--- src/rtl/unordered_priority_queue_core_defines.svh ---
// Assertion macros for the priority queue core RTL.
`ifndef UNORDERED_PRIORITY_QUEUE_CORE_DEFINES_SVH
`define UNORDERED_PRIORITY_QUEUE_CORE_DEFINES_SVH
`ifndef SYNTHESIS
`define UPQ_ASSERT_IMPL(lbl, clk, rst_n, prop) \
    lbl: assert property (@(posedge clk) disable iff (!rst_n) prop) \
        else $error("upq assertion failed");
`define UPQ_ASSERT_HOLD(lbl, clk, rst_n, cond) \
    lbl: assert property (@(posedge clk) disable iff (!rst_n) (cond)) \
        else $error("upq invariant broken");
`else
`define UPQ_ASSERT_IMPL(lbl, clk, rst_n, prop)
`define UPQ_ASSERT_HOLD(lbl, clk, rst_n, cond)
`endif
`endif

--- src/rtl/upq_pkg.sv ---
// Shared types and constants of the priority queue.
`timescale 1ns / 1ps
package upq_pkg;

    localparam int DEPTH_DEFAULT = 8;

    localparam logic OP_INSERT = 1'b0;
    localparam logic OP_DELETE = 1'b1;

    typedef enum logic [1:0] {
        STAT_INSERTED = 2'd0,
        STAT_FULL     = 2'd1,
        STAT_DELETED  = 2'd2,
        STAT_EMPTY    = 2'd3
    } t_status;

    typedef enum logic [2:0] {
        ST_IDLE,
        ST_RD_I,
        ST_CUR,
        ST_CMP,
        ST_WR_I,
        ST_DONE
    } t_state;

    typedef struct packed {
        logic signed [15:0] prio;
        logic signed [31:0] data;
    } t_entry;

endpackage

--- src/rtl/upq_ram.sv ---
// Entry store: one write port and one registered read port.
`timescale 1ns / 1ps
module upq_ram
    import upq_pkg::*;
#(
    parameter int DEPTH = DEPTH_DEFAULT,
    parameter int AW    = $clog2(DEPTH)
) (
    input  logic          i_clk,
    input  logic          i_we,
    input  logic [AW-1:0] i_waddr,
    input  t_entry        i_wdata,
    input  logic [AW-1:0] i_raddr,
    output t_entry        o_rdata
);

    t_entry r_mem [DEPTH];
    t_entry r_rdata;

    always_ff @(posedge i_clk) begin
        if (i_we) begin
            r_mem[i_waddr] <= i_wdata;
        end
    end

    always_ff @(posedge i_clk) begin
        r_rdata <= r_mem[i_raddr];
    end

    assign o_rdata = r_rdata;

endmodule

--- src/rtl/unordered_priority_queue_core.sv ---
// Top level of the unordered-array priority queue with sort-on-delete.
//
//  Channel  | Dir | Handshake                         | Word
//  s_axis   | in  | i_s_axis_tvalid / o_s_axis_tready | tdata {prio, data}, tuser op
//  m_axis   | out | o_m_axis_tvalid / i_m_axis_tready | tdata data, tuser status
//
// Insert, full and empty words are answered in the cycle after acceptance.
// A delete sorts the live entries, limited to the single comparator and the one read
// port of the entry store.
// Reset is synchronous and active low; it empties the queue and the output stage.
// A pending result does not block acceptance when the sink takes it in that cycle.
`timescale 1ns / 1ps
`include "unordered_priority_queue_core_defines.svh"
module unordered_priority_queue_core
    import upq_pkg::*;
#(
    parameter int DEPTH = DEPTH_DEFAULT
) (
    input  logic               i_clk,
    input  logic               i_rst_n,
    input  logic               i_s_axis_tvalid,
    output logic               o_s_axis_tready,
    input  logic [47:0]        i_s_axis_tdata,   // data_in[31:0], priority_in[47:32]
    input  logic               i_s_axis_tuser,   // op[0]
    output logic               o_m_axis_tvalid,
    input  logic               i_m_axis_tready,
    output logic signed [31:0] o_m_axis_tdata,   // data_out[31:0]
    output logic [1:0]         o_m_axis_tuser    // status[1:0]
);

    localparam int AW = $clog2(DEPTH);
    localparam int IW = AW + 1;

    t_state          r_state, n_state;
    logic [AW-1:0]   r_head, n_head;
    logic [IW-1:0]   r_tail, n_tail;
    logic [IW-1:0]   r_i, n_i;
    logic [IW-1:0]   r_j, n_j;
    t_entry          r_cur, n_cur;
    logic [31:0]     r_dout, n_dout;
    logic            r_ovalid, n_ovalid;
    t_status         r_ostatus, n_ostatus;
    logic [31:0]     r_odata, n_odata;

    logic            ram_we;
    logic [AW-1:0]   ram_waddr;
    t_entry          ram_wdata;
    logic [AW-1:0]   ram_raddr;
    t_entry          ram_rdata;

    logic            s_accept;
    logic            q_empty;
    logic            q_full;
    logic [IW-1:0]   i_next;
    logic [IW-1:0]   j_next;
    logic            last_head;

    assign q_empty   = (r_tail == '0);
    assign q_full    = (r_tail == IW'(DEPTH));
    assign i_next    = r_i + IW'(1);
    assign j_next    = r_j + IW'(1);
    assign last_head = (({1'b0, r_head} + IW'(1)) == r_tail);

    assign o_s_axis_tready = (r_state == ST_IDLE) && (!r_ovalid || i_m_axis_tready);
    assign s_accept        = i_s_axis_tvalid && o_s_axis_tready;

    upq_ram #(
        .DEPTH (DEPTH),
        .AW    (AW)
    ) u_ram (
        .i_clk   (i_clk),
        .i_we    (ram_we),
        .i_waddr (ram_waddr),
        .i_wdata (ram_wdata),
        .i_raddr (ram_raddr),
        .o_rdata (ram_rdata)
    );

    always_comb begin
        n_state = r_state;
        case (r_state)
            ST_IDLE: begin
                if (s_accept && (i_s_axis_tuser == OP_DELETE) && !q_empty) begin
                    n_state = ST_RD_I;
                end
            end
            ST_RD_I: n_state = ST_CUR;
            ST_CUR:  n_state = (i_next < r_tail) ? ST_CMP : ST_WR_I;
            ST_CMP:  n_state = (j_next < r_tail) ? ST_CMP : ST_WR_I;
            ST_WR_I: n_state = ((r_i + IW'(2)) < r_tail) ? ST_RD_I : ST_DONE;
            ST_DONE: n_state = ST_IDLE;
            default: n_state = ST_IDLE;
        endcase
    end

    always_comb begin
        ram_we    = 1'b0;
        ram_waddr = r_i[AW-1:0];
        ram_wdata = r_cur;
        ram_raddr = r_i[AW-1:0];
        n_i       = r_i;
        n_j       = r_j;
        n_cur     = r_cur;
        n_dout    = r_dout;
        n_head    = r_head;
        n_tail    = r_tail;
        n_ovalid  = r_ovalid && !i_m_axis_tready;
        n_ostatus = r_ostatus;
        n_odata   = r_odata;
        case (r_state)
            ST_IDLE: begin
                if (s_accept) begin
                    if (i_s_axis_tuser == OP_INSERT) begin
                        n_ovalid = 1'b1;
                        n_odata  = '0;
                        if (q_full) begin
                            n_ostatus = STAT_FULL;
                        end else begin
                            ram_we         = 1'b1;
                            ram_waddr      = r_tail[AW-1:0];
                            ram_wdata.data = i_s_axis_tdata[31:0];
                            ram_wdata.prio = i_s_axis_tdata[47:32];
                            n_tail         = r_tail + IW'(1);
                            n_ostatus      = STAT_INSERTED;
                        end
                    end else if (q_empty) begin
                        n_ovalid  = 1'b1;
                        n_odata   = '0;
                        n_ostatus = STAT_EMPTY;
                    end else begin
                        n_i = {1'b0, r_head};
                    end
                end
            end
            ST_RD_I: begin
                ram_raddr = r_i[AW-1:0];
            end
            ST_CUR: begin
                n_cur     = ram_rdata;
                n_j       = i_next;
                ram_raddr = i_next[AW-1:0];
            end
            ST_CMP: begin
                if (r_cur.prio < ram_rdata.prio) begin
                    ram_we    = 1'b1;
                    ram_waddr = r_j[AW-1:0];
                    ram_wdata = r_cur;
                    n_cur     = ram_rdata;
                end
                n_j       = j_next;
                ram_raddr = j_next[AW-1:0];
            end
            ST_WR_I: begin
                ram_we    = 1'b1;
                ram_waddr = r_i[AW-1:0];
                ram_wdata = r_cur;
                if (r_i[AW-1:0] == r_head) begin
                    n_dout = r_cur.data;
                end
                n_i = i_next;
            end
            ST_DONE: begin
                n_ovalid  = 1'b1;
                n_ostatus = STAT_DELETED;
                n_odata   = r_dout;
                if (last_head) begin
                    n_head = '0;
                    n_tail = '0;
                end else begin
                    n_head = r_head + AW'(1);
                end
            end
            default: begin
                n_ovalid = r_ovalid && !i_m_axis_tready;
            end
        endcase
    end

    always_ff @(posedge i_clk) begin
        if (!i_rst_n) begin
            r_state  <= ST_IDLE;
            r_head   <= '0;
            r_tail   <= '0;
            r_ovalid <= 1'b0;
        end else begin
            r_state  <= n_state;
            r_head   <= n_head;
            r_tail   <= n_tail;
            r_ovalid <= n_ovalid;
        end
    end

    always_ff @(posedge i_clk) begin
        r_i       <= n_i;
        r_j       <= n_j;
        r_cur     <= n_cur;
        r_dout    <= n_dout;
        r_ostatus <= n_ostatus;
        r_odata   <= n_odata;
    end

    assign o_m_axis_tvalid = r_ovalid;
    assign o_m_axis_tdata  = r_odata;
    assign o_m_axis_tuser  = r_ostatus;

    `UPQ_ASSERT_HOLD(a_head_below_tail, i_clk, i_rst_n, (r_tail == '0) ? (r_head == '0) : ({1'b0, r_head} < r_tail))
    `UPQ_ASSERT_IMPL(a_delete_starts_sort, i_clk, i_rst_n, (s_accept && (i_s_axis_tuser == OP_DELETE) && !q_empty) |=> (r_state == ST_RD_I))
    `UPQ_ASSERT_IMPL(a_scan_in_live_region, i_clk, i_rst_n, (r_state == ST_CMP) |-> (r_j < r_tail))

endmodule
--- config.mk ---
export PLATFORM = sky130hd
export DESIGN_NAME = unordered_priority_queue_core
export DESIGN_NICKNAME = d
export VERILOG_FILES = /design/src/rtl/upq_pkg.sv /design/src/rtl/upq_ram.sv /design/src/rtl/unordered_priority_queue_core.sv
export VERILOG_INCLUDE_DIRS = /design/src /design/src/rtl
export SDC_FILE = /design/constraint.sdc
export NUM_CORES = 1
export LEC_CHECK = 0
export BUFFER_PORTS_ARGS = -buffer_cell sky130_fd_sc_hd__clkbuf_2
export CAP_MARGIN = 20
export CORE_MARGIN = 2
export CORE_UTILIZATION = 50
export DETAILED_ROUTE_END_ITERATION = 10
export PLACE_DENSITY_LB_ADDON = 0.1
export SYNTH_ARGS = -nofsm -noshare
export SYNTH_HDL_FRONTEND = slang
export SYNTH_SLANG_ARGS = --single-unit
--- constraint.sdc ---
create_clock -name i_clk -period 6.7 [get_ports i_clk]
set_input_delay 1.34 -clock i_clk [delete_from_list [all_inputs] [get_ports i_clk]]
set_output_delay 1.34 -clock i_clk [all_outputs]
set_load 0.02 [all_outputs]
### After elaboration in Yosys (flattened, before gate mapping)

Memories as Yosys holds them, arrays and structs flattened. A register that Yosys moved wholly into a read port is not among the register bits.
Index checks and enable logic that the tools add are counted.

| storage, ports and cells | value |
|---|---|
| flip-flop bits (word level) | 133 |
| RAM bits | 384 |
| bits of input ports | 53 |
| output and inout port bits | 36 |
| logic and storage cells | 106 |
| memories | 1 |

Memory list:

| memory | words | width | read ports | clocked after Yosys merged registers in | write ports | line | text |
|---|---|---|---|---|---|---|---|
| u_ram.r_mem | 8 | 48 | 1 | 1 | 1 | upq_ram.sv:17 | `t_entry r_mem [DEPTH];` |

| operators by class | value |
|---|---|
| add/sub/neg operators | 6 |
| magnitude comparators | 4 |
| equal/unequal tests | 17 |
| mux-type cells | 48 |
| reduce and logical (&&, ||, !) cells | 19 |

Operators with widths:

| operator | number |
|---|---|
| $mux 48 | 5 |
| $mux 32 | 3 |
| $pmux 48 s2 | 1 |
| $pmux 32 s2 | 1 |
| $mux 4 | 7 |
| $mux 3 | 9 |
| $pmux 4 s2 | 3 |
| $lt 16x16->1 | 1 |
| $pmux 3 s5 | 1 |
| $ne 2x2->1 const B | 7 |
| $add 4x1->4 const B | 3 |
| $lt 4x4->1 | 3 |
| $pmux 3 s2 | 2 |
| $mux 1 | 10 |
| $eq 3x2->1 const B | 2 |
| $eq 3x3->1 const B | 2 |
| $mux 2 | 3 |
| $reduce_bool 2->1 | 3 |
| $logic_and 1x1->1 | 5 |
| $reduce_and 5->1 | 1 |
| $add 3x1->4 const B | 1 |
| $add 4x2->4 const B | 1 |
| $eq 4x4->1 | 1 |
| $eq 4x4->1 const B | 1 |
| other kinds (15) | 18 |

### Depth between registers and ports, before layout

Gate-level depths: netlist of the first run.

| logic depth | value |
|---|---|
| word-level depth | 8 |
| gate-level depth with buffers | 10 |
| depth with buffers taken out | 9 |

### Hierarchy

A second synthesis of the first run with hierarchy kept.

| second synthesis, totals | value |
|---|---|
| cell total of the unflattened synthesis | 1037 |
| area total of the unflattened synthesis | 21673.3 µm² |

By module, submodules not included:

| module | instances | cells an instance | area an instance (µm²) |
|---|---|---|---|
| upq_ram | 1 | 616 | 15620.0 |
| unordered_priority_queue_core | 1 | 421 | 6053.3 |

### Worst setup path before layout of the first run

No wires, ideal clock.

| timing | value |
|---|---|
| path kind | input port to flip-flop |
| start point | in i_m_axis_tready |
| end point | mem u_ram.r_mem[7][0] in the netlist's numbering, enable pin |
| arrival time | 4.818 ns |
| path slack | 1.413 ns |
| cell stages on the path | 6 |
| path through | nand2b_1 > nand3_1 > nor3_1 > nor2_1 > or3_1 > a21oi_1 |

| on the way | value |
|---|---|
| longest elaborated chain between the ends | 7 |
| elaborated cells between the ends (all ways) | 9 |
| classes of those cells | 6 x mux; 3 x reduce/logical |

RTL lines:

| what | line | text |
|---|---|---|
| from (decl) | unordered_priority_queue_core.sv:26 | `input logic i_m_axis_tready,` |
| $logic_or 1x1->1 * | unordered_priority_queue_core.sv:64 | `assign o_s_axis_tready = (r_state == ST_IDLE) && (!r_ovalid \|\| i_m_axis_tready);` |
| $logic_and 1x1->1 * | unordered_priority_queue_core.sv:64 |  |
| $logic_and 1x1->1 * | unordered_priority_queue_core.sv:65 | `assign s_accept = i_s_axis_tvalid && o_s_axis_tready;` |
| $mux 1 | unordered_priority_queue_core.sv:112 | `if (s_accept) begin` |
| $pmux 1 s3 | unordered_priority_queue_core.sv:110 | `case (r_state)` |
| $mux 1 | upq_ram.sv:21 | `if (i_we) begin` |
| $mux 1 (implied by the code) | upq_ram.sv:22 | `r_mem[i_waddr] <= i_wdata;` |
| to (decl) | upq_ram.sv:17 |  |

Every way passes the cells marked *; elsewhere a longest branch is shown, timed or not.

### Worst setup path after layout of the first run

| timing | value |
|---|---|
| start point | reg r_state[0] |
| end point | mem u_ram.r_mem[1][21] in the netlist's numbering, enable pin |

| on the way | value |
|---|---|
| longest elaborated chain between the ends | 7 |
| elaborated cells between the ends (all ways) | 11 |
| classes of those cells | 2 x eq/ne; 6 x mux; 3 x reduce/logical |

RTL lines:

| what | line | text |
|---|---|---|
| from (decl) | unordered_priority_queue_core.sv:34 | `t_state r_state, n_state;` |
| from (signal assigned) | unordered_priority_queue_core.sv:186 | `r_state <= n_state;` |
| $logic_not 3->1 | unordered_priority_queue_core.sv:64, unordered_priority_queue_core.sv:110 |  |
| $logic_and 1x1->1 | unordered_priority_queue_core.sv:64 |  |
| $logic_and 1x1->1 | unordered_priority_queue_core.sv:65 |  |
| $mux 1 | unordered_priority_queue_core.sv:112 |  |
| $pmux 1 s3 | unordered_priority_queue_core.sv:110 |  |
| $mux 1 | upq_ram.sv:21 |  |
| $mux 1 (implied by the code) | upq_ram.sv:22 |  |

Several ways; a longest one is shown, not always the timed one.

==> summary.log, run 1 <==
INFO  run_status     status=complete, no violations
INFO  power          irDropWorstVdd=0.2182mV
INFO  synth          synth-edff-count=506
INFO  setup_path     critical_path_required=6970ps
INFO  cts            cts.hold.buffers_added=0
INFO  timing         rsz_0062_raised_after_global_routing=false
INFO  drt            met3WireLength=2603um
INFO  setup_path     path_buf_inv=1
INFO  drt            route.met2.wl=21320um
INFO  die            fp.coreArea=0.04403mm^2
INFO  place          gp_routability_congestion=0.8246
INFO  min_path       hold_path_class=reg -> reg
INFO  finish         mostFrequentLayoutCell=sky130_fd_sc_hd__edfxtp_1
INFO  finish         drive_gt1_frac=0.1292
INFO  synth          yosys.area.top_type_share=0.6829
INFO  synth          synth.net_count=1686
INFO  synth          synthArstFlopShare=0
INFO  timing         finalWorstPathRequiredPeriod=4326ps
INFO  cts            worstSkewPairLatency=610ps
INFO  synth          ys_seq_elements=565
INFO  global_route   first_global_vias=12340
INFO  drt            wl_per_cell=20.21um
INFO  drt            detailed_routing_wirelength_on_met1=22010um
INFO  cts            cts_tree=done
INFO  synth          yosys_most_used_dff=sky130_fd_sc_hd__edfxtp_1
INFO  setup_path     regToRegStartpoint=r_state[0]$_SDFFE_PN0P_
INFO  min_path       hold_path_depth=0
INFO  setup_path     worstSetupStartpointType=flop
INFO  cts            clk_path_buf_depth=3
INFO  global_route   grt_first_pass_wirelength=72650um
INFO  timing         timing.slew.headroom=0.2694
INFO  synth          synthesis.yosys.warnings=0
INFO  synth          synthesis.area_per_instance=13.88um^2
INFO  power          power_frac_clock=0.432
INFO  power          p_switching=1.505mW
INFO  cts            ctsRootBufferMaster=sky130_fd_sc_hd__clkbuf_16
INFO  setup_path     crit_chain=nand3b_4, a2111o_1, a221oi_2, mux2i_2, or4_1, a21oi_4, buf_4
INFO  synth          syn-cell-area=0.02225mm^2
INFO  setup_path     slowest_cell_on_the_critical_path=sky130_fd_sc_hd__a21oi_4
INFO  die            die-area=0.04620mm^2
INFO  cts            cts_htree_levels=2
INFO  timing         fin_crit_sh=0.6457
INFO  die            rows=77
INFO  drt            post-route-drc-count=0
INFO  setup_path     setup.worst_path.end_class=flop
INFO  drt            detailedRoute.firstIterationViolations=1030
INFO  power          power_switching_share=0.2062
INFO  finish         num_antenna_cells=0
INFO  synth          sequential_to_total_area_share_from_yosys_stat=0.7360
INFO  place          half_perimeter_wire_length_after_detailed_placement=26280um
INFO  die            initial_utilization=0.5054
INFO  global_route   grt-ovfl-total=0
INFO  timing         hold_slack=401.9ps
INFO  global_route   grtUsageTotal=0.2042
INFO  drt            drt_wl_total=46840um
INFO  run            drv_cap=0
INFO  timing         max_freq=231.2MHz
INFO  global_route   grt_max_degree=193
INFO  die            die_height=215.0um
INFO  drt            ant_nets=0
INFO  power          power.leakage=9.042nW
INFO  finish         layout.cells.most_common_list=sky130_fd_sc_hd__edfxtp_1, sky130_fd_sc_hd__nand2_1, sky130_fd_sc_hd__and2_1, sky130_fd_sc_hd__a211oi_1, sky130_fd_sc_hd__clkbuf_2
INFO  setup_path     timing.critical_path.slowest_cell_delay=900ps
INFO  synth          post-synth-top-area-cell=sky130_fd_sc_hd__edfxtp_1
INFO  finish         synthToLayoutAreaGrowth=13.52%
INFO  cts            postCtsSetupBuffers=0
INFO  timing         tightest_slew=1094ps
INFO  timing         fin_tns_setup=0ps
INFO  finish         fin_nets=1761
INFO  setup_path     critPathKind=reg -> reg
INFO  die            io_pins=89
INFO  finish         multiInputGateArea=0.005520mm^2
INFO  setup_path     reg2reg_depth=7
INFO  timing         clock_skew=12.74ps
INFO  synth          synthDistinctLibCells=52
INFO  synth          netlist_instances=1603
INFO  place          dp_slack=1932ps
INFO  power          internal_power=5.795mW
INFO  drt            dr_total_vias=12790
INFO  finish         fill_cells=3519
INFO  setup_path     crit_fanout=27
INFO  drt            routed.top_layer=met4
INFO  drt            drt_pre_antenna_iters=5
INFO  setup_path     setup.reg_to_reg.worst_slack=2370ps
INFO  finish         design_area=0.02526mm^2
INFO  power          comb_power_share=0.034
INFO  setup_path     crit_path_start=r_state[0]$_SDFFE_PN0P_
INFO  setup_path     r2r_end=u_ram.r_mem[1][21]$_DFFE_PP_
INFO  setup_path     cpLargestDelayFamily=compound AO/OA/AOI/OAI gates
INFO  place          placed_area=0.02336mm^2
INFO  min_path       hold_path.startpoint=u_ram.o_rdata[11]$_DFF_P_
INFO  place          buffer_ports.inserted=88
INFO  timing         timing.final.ws_setup=2374ps
INFO  cts            clock_sink_count=565
INFO  timing         final_hold_viol_count=0
INFO  cts            numCtsBuffers=56
INFO  die            die-width=215.0um
INFO  cts            worst_setup_hold_path_clk_slew=60ps
INFO  power          power_frac_seq=0.534
INFO  setup_path     cp_data_arrival_time=4600ps
INFO  timing         final-setup-viol-count=0
INFO  finish         final-seq-area=0.01638mm^2
INFO  power          overall_power_consumption=7.300mW
INFO  power          power_per_cell_area=289.0mW/mm^2
INFO  cts            cts_resized=0
INFO  drt            via_per_instance_ratio=5.518
INFO  min_path       timing.hold.worst_endpoint=r_cur[11]$_DFFE_PP_
INFO  timing         slew_violations=0
INFO  global_route   antenna_found_initial=2
INFO  synth          netlist_top_cells_area=sky130_fd_sc_hd__edfxtp_1, sky130_fd_sc_hd__nand2_1, sky130_fd_sc_hd__dfxtp_1, sky130_fd_sc_hd__and2_1, sky130_fd_sc_hd__a211oi_1
## synth_stat cells (14+ instances only)
cell,n
sky130_fd_sc_hd__a21oi_1,27
sky130_fd_sc_hd__edfxtp_1,506
sky130_fd_sc_hd__o21ai_0,14
sky130_fd_sc_hd__a311oi_1,48
sky130_fd_sc_hd__clkbuf_1,76
sky130_fd_sc_hd__and2_1,116
sky130_fd_sc_hd__a21o_1,54
sky130_fd_sc_hd__nor2_1,20
sky130_fd_sc_hd__a211oi_1,96
sky130_fd_sc_hd__ha_1,30
sky130_fd_sc_hd__and2_0,17
sky130_fd_sc_hd__dfxtp_1,59
sky130_fd_sc_hd__inv_1,26
sky130_fd_sc_hd__nand2_1,362
sky130_fd_sc_hd__a31oi_1,48
## registers in the layout (all words and copies together) (netlist names)
register / flops
r_state: 3
r_i: 4
r_cur: 48
o_m_axis_tuser: 2
r_j: 4
o_m_axis_tdata: 32
u_ram.o_rdata: 48
r_dout: 32
r_tail: 4
u_ram.r_mem: 384
o_m_axis_tvalid: 1
r_head: 3
## through the flow
stage,util,std cells
floorplan,-,1603
global placement,0.5305,2211
detailed placement,0.5305,2211
CTS,0.5732,2317
global route,0.5737,2318
finish,0.5737,2318
## final cells by class
cell class              instances  share of cell area
multi-input cells             919              0.2186
clock inverters                23            0.009808
inverters                      26            0.003864
well taps                     592             0.02933
repair buffers                110             0.02546
flip-flops and latches        565              0.6483
clock buffers                  83             0.06465
## power by group through the flow
stage / sequential [mW] / clock (mW) / combinational [mW]
floorplan: 3.99 / 0 / 0.132
CTS: 3.90 / 3.22 / 0.255
global route: 3.90 / 3.36 / 0.279
finish: 3.90 / 3.15 / 0.251
global placement: 3.97 / 0 / 0.251
detailed placement: 3.97 / 0 / 0.254
## worst register-to-register path: stages (launching register included)
cell	delay, ps
sky130_fd_sc_hd__dfxtp_1	750
sky130_fd_sc_hd__nand3b_4	220
sky130_fd_sc_hd__a2111o_1	450
sky130_fd_sc_hd__a221oi_2	300
sky130_fd_sc_hd__mux2i_2	240
sky130_fd_sc_hd__or4_1	630
sky130_fd_sc_hd__a21oi_4	900
sky130_fd_sc_hd__buf_4	500
## per-layer routing
| layer | up-vias | track usage |
|---|---|---|
| met1 | 6348 | 0.3005 |
| met2 | 288 | 0.3129 |
| li1 | 6087 | - |
| met3 | 67 | 0.04105 |
| met5 | - | 0 |
| met4 | 0 | 0.05278 |
## kinds of logic after synthesis
family | share of synthesized area
multiplexers | 0.002924
AO/OA/AOI/OAI | 0.1007
AND/OR/NAND/NOR | 0.1163
flip-flops | 0.7360
buffers and inverters | 0.02204
XOR/XNOR | 0.005117
adder cells (fa/ha/maj) | 0.01687
## worst max path at each step
| stage | to | slack [ps] | cells past startpoint |
|---|---|---|---|
| after global routing | u_ram.r_mem[1][44]$_DFFE_PP_ | 2150 | 7 |
| after detailed placement | u_ram.r_mem[6][5]$_DFFE_PP_ | 1930 | 8 |
| after CTS | u_ram.r_mem[1][28]$_DFFE_PP_ | 2360 | 7 |
| after global placement | u_ram.r_mem[6][8]$_DFFE_PP_ | 1990 | 8 |
| final | u_ram.r_mem[1][21]$_DFFE_PP_ | 2370 | 7 |
| after floorplan | u_ram.r_mem[7][0]$_DFFE_PP_ | 1410 | 6 |
Power figures use the tool's default switching activity.
==> inputs of run 2 (changes only) <==
- ABC_AREA: unset -> 1
- clock period: 6.7 -> 4 ns (I/O delays scaled with it)
==> summary.log, run 2 <==
INFO  run_status     status=complete, no violations
INFO  synth          netlist_instances=1759 [+9.7%]
INFO  cts            cts_tree=done
INFO  setup_path     worstSetupStartpointType=flop
INFO  drt            via_per_instance_ratio=5.312 [-3.7%]
INFO  run            drv_cap=0 [unchanged]
INFO  die            die-area=0.04587mm^2 [-0.72%]
INFO  finish         synthToLayoutAreaGrowth=13.84%
INFO  timing         tightest_slew=1060ps [-33.36 ps]
INFO  cts            cts_resized=0 [unchanged]
INFO  finish         drive_gt1_frac=0.1217 [-0.007493]
INFO  timing         max_freq=308.0MHz [+33%]
INFO  place          placed_area=0.02324mm^2 [-0.49%]
INFO  finish         design_area=0.02514mm^2 [-0.46%]
INFO  power          power.leakage=9.123nW [+0.90%]
INFO  timing         rsz_0062_raised_after_global_routing=false
INFO  drt            detailedRoute.firstIterationViolations=979 [-5.0%]
INFO  die            io_pins=89 [unchanged]
INFO  timing         fin_tns_setup=0ps [unchanged]
INFO  die            rows=77 [unchanged]
INFO  setup_path     critPathKind=reg -> reg
INFO  finish         largest_register_ff_count=384 [unchanged]
INFO  place          half_perimeter_wire_length_after_detailed_placement=25510um [-2.9%]
INFO  place          gp_routability_congestion=0.7779 [-5.7%]
INFO  power          irDropWorstVdd=0.6004mV [+180%]
INFO  cts            numCtsBuffers=57 [+1.8%]
INFO  min_path       hold_path_class=reg -> reg
INFO  place          buffer_ports.inserted=88 [unchanged]
INFO  setup_path     cp_data_arrival_time=3490ps [-1110 ps]
INFO  timing         hold_slack=393.9ps [-8.016 ps]
INFO  timing         clock_skew=23.19ps [+10.45 ps]
INFO  timing         finalWorstPathRequiredPeriod=3247ps [-1080 ps]
INFO  die            die_height=214.2um [-0.36%]
INFO  global_route   grt_first_pass_wirelength=72640um [about the same]
INFO  power          power_per_cell_area=708.1mW/mm^2 [+140%]
INFO  drt            post-route-drc-count=0 [unchanged]
INFO  synth          sequential_to_total_area_share_from_yosys_stat=0.7414 [+0.005462]
INFO  synth          synthesis.area_per_instance=12.56um^2 [-9.5%]
INFO  finish         finish.cell_count_without_fillers=2491 [+7.5%]
INFO  finish         largest_register=u_ram.r_mem
INFO  setup_path     setup.worst_path.end_class=flop
INFO  synth          synthDistinctLibCells=43 [-17%]
INFO  finish         mostFrequentLayoutCell=sky130_fd_sc_hd__edfxtp_1
INFO  synth          post-synth-top-area-cell=sky130_fd_sc_hd__edfxtp_1
INFO  finish         layout.cells.most_common_list=sky130_fd_sc_hd__edfxtp_1, sky130_fd_sc_hd__nor2_1, sky130_fd_sc_hd__nand2_1, sky130_fd_sc_hd__o21ai_0, sky130_fd_sc_hd__o21ai_1
INFO  finish         final-seq-area=0.01638mm^2 [unchanged]
INFO  drt            wl_per_cell=18.42um [-8.9%]
INFO  cts            clock_sink_count=565 [unchanged]
INFO  synth          synth.net_count=1842 [+9.3%]
INFO  global_route   antenna_found_initial=0 [-2]
INFO  finish         fin_nets=1934 [+9.8%]
INFO  global_route   grt-ovfl-total=0 [unchanged]
INFO  synth          cell_types_with_the_highest_counts_after_synthesis=sky130_fd_sc_hd__edfxtp_1, sky130_fd_sc_hd__nor2_1, sky130_fd_sc_hd__nand2_1
INFO  cts            clk_path_buf_depth=3 [unchanged]
INFO  timing         fin_crit_sh=0.8116 [+0.1659]
INFO  die            initial_utilization=0.5027 [-0.002623]
INFO  cts            cts_htree_levels=2 [unchanged]
INFO  timing         final_hold_viol_count=0 [unchanged]
INFO  synth          netlist_top_cells_area=sky130_fd_sc_hd__edfxtp_1, sky130_fd_sc_hd__nor2_1, sky130_fd_sc_hd__dfxtp_1, sky130_fd_sc_hd__nand2_1, sky130_fd_sc_hd__o21ai_0
INFO  synth          synth_most_common_cell=sky130_fd_sc_hd__edfxtp_1
INFO  timing         slew_violations=0 [unchanged]
INFO  synth          yosys.area.top_type_share=0.6880 [+0.005068]
INFO  cts            worstSkewPairLatency=610ps [about the same]
INFO  die            die-width=214.2um [-0.36%]
INFO  drt            drt_wl_total=45880um [-2.1%]
INFO  synth          syn-cell-area=0.02209mm^2 [-0.74%]
INFO  synth          synthesis.yosys.warnings=0 [unchanged]
INFO  synth          synthArstFlopShare=0 [unchanged]
INFO  cts            postCtsSetupBuffers=0 [unchanged]
INFO  global_route   grtUsageTotal=0.2016 [-0.002582]
INFO  setup_path     critical_path_required=4240ps [-2730 ps]
INFO  cts            ctsRootBufferMaster=sky130_fd_sc_hd__clkbuf_16
INFO  cts            cts.hold.buffers_added=0 [unchanged]
INFO  synth          yosys_most_used_dff=sky130_fd_sc_hd__edfxtp_1
INFO  timing         final-setup-viol-count=0 [unchanged]
INFO  synth          ys_seq_elements=565 [unchanged]
INFO  drt            ant_nets=0 [unchanged]
INFO  cts            worst_setup_hold_path_clk_slew=70ps [about the same]
INFO  setup_path     crit_fanout=35 [+30%]
INFO  global_route   first_global_vias=12990 [+5.3%]
INFO  timing         timing.slew.headroom=0.2907 [+0.02136]
INFO  global_route   grt_max_degree=113 [-41%]
INFO  place          dp_cells=2384 [+7.8%]
INFO  synth          synth-edff-count=506 [unchanged]
INFO  drt            dr_total_vias=13230 [+3.5%]
INFO  finish         post-route-util=0.5723 [-0.001363]
INFO  die            fp.coreArea=0.04393mm^2 [-0.22%]
INFO  finish         fill_cells=3572 [+1.5%]
INFO  finish         multiInputGateArea=0.004995mm^2 [-9.5%]
INFO  drt            drt_pre_antenna_iters=5 [unchanged]
## run 2: final timing paths
| kind | from | endpoint | slack [ps] | depth (start not counted) |
|---|---|---|---|---|
| setup / recovery | r_cur[37]$_DFFE_PP_ | u_ram.r_mem[5][13]$_DFFE_PP_ | 750 | 15 |
| hold / removal | u_ram.o_rdata[30]$_DFF_P_ | r_cur[30]$_DFFE_PP_ | 390 | 0 |
| setup reg to reg | r_cur[37]$_DFFE_PP_ | u_ram.r_mem[5][13]$_DFFE_PP_ | 750 | 15 |
| hold reg to reg | u_ram.o_rdata[30]$_DFF_P_ | r_cur[30]$_DFFE_PP_ | 390 | 0 |
## run 2: area by class of cell
cell class,instances,share of cell area
Antenna cell,1,0.00009953
Clock buffer,81,0.06474
Clock inverter,25,0.01075
Inverter,94,0.01413
Multi-Input combinational cell,1012,0.1987
Sequential cell,565,0.6513
Tap cell,592,0.02946
Timing Repair Buffer,121,0.03085
## run 2: logic make-up after synthesis
kind of cell	share of synthesized area
simple gates	0.1033
flops	0.7414
compound gates	0.09755
buf+inv	0.03671
fa+ha+maj	0.01700
xor+xnor	0.003965
## run 2: report_power, final
| group | total (mW) | switching (mW) | internal, mW |
|---|---|---|---|
| Clock | 5.30 | 2.15 | 3.15 |
| Combinational | 4.44 | 3.14 | 1.29 |
| Sequential | 8.06 | 0.268 | 7.80 |
| Total | 17.8 | 5.56 | 12.2 |
## run 2: critical path, cell delays in order (launching register included)
cell	delay, ps
sky130_fd_sc_hd__edfxtp_1	400
sky130_fd_sc_hd__ha_1	320
sky130_fd_sc_hd__a21oi_1	150
sky130_fd_sc_hd__nor2_1	50
sky130_fd_sc_hd__nor3_1	140
sky130_fd_sc_hd__nand2_1	130
sky130_fd_sc_hd__nand2_1	140
sky130_fd_sc_hd__nand2_1	80
sky130_fd_sc_hd__nand2_1	120
sky130_fd_sc_hd__nand2_1	100
sky130_fd_sc_hd__nand2_1	70
sky130_fd_sc_hd__nand3_1	100
sky130_fd_sc_hd__nand2_1	90
sky130_fd_sc_hd__nand2_1	220
sky130_fd_sc_hd__nor2_4	180
sky130_fd_sc_hd__buf_4	560
## run 2: per-layer routing
| layer | vias up | part of all wire | GRT usage |
|---|---|---|---|
| li1 | 6391 | - | - |
| met1 | 6462 | 0.46 | 0.2834 |
| met2 | 300 | 0.46 | 0.3240 |
| met3 | 80 | 0.049 | 0.03149 |
| met4 | 0 | 0.024 | 0.06759 |
| met5 | - | 0 | 0 |
## run 2: through the flow
stage          setup slack [ps]  power, mW
6_report                  753.5      17.80
5_1_grt                   501.9      18.81
4_1_cts                   788.9      18.01
3_5_place_dp              713.2      12.67
3_3_place_gp              726.7      12.57
2_1_floorplan            -181.0      11.28
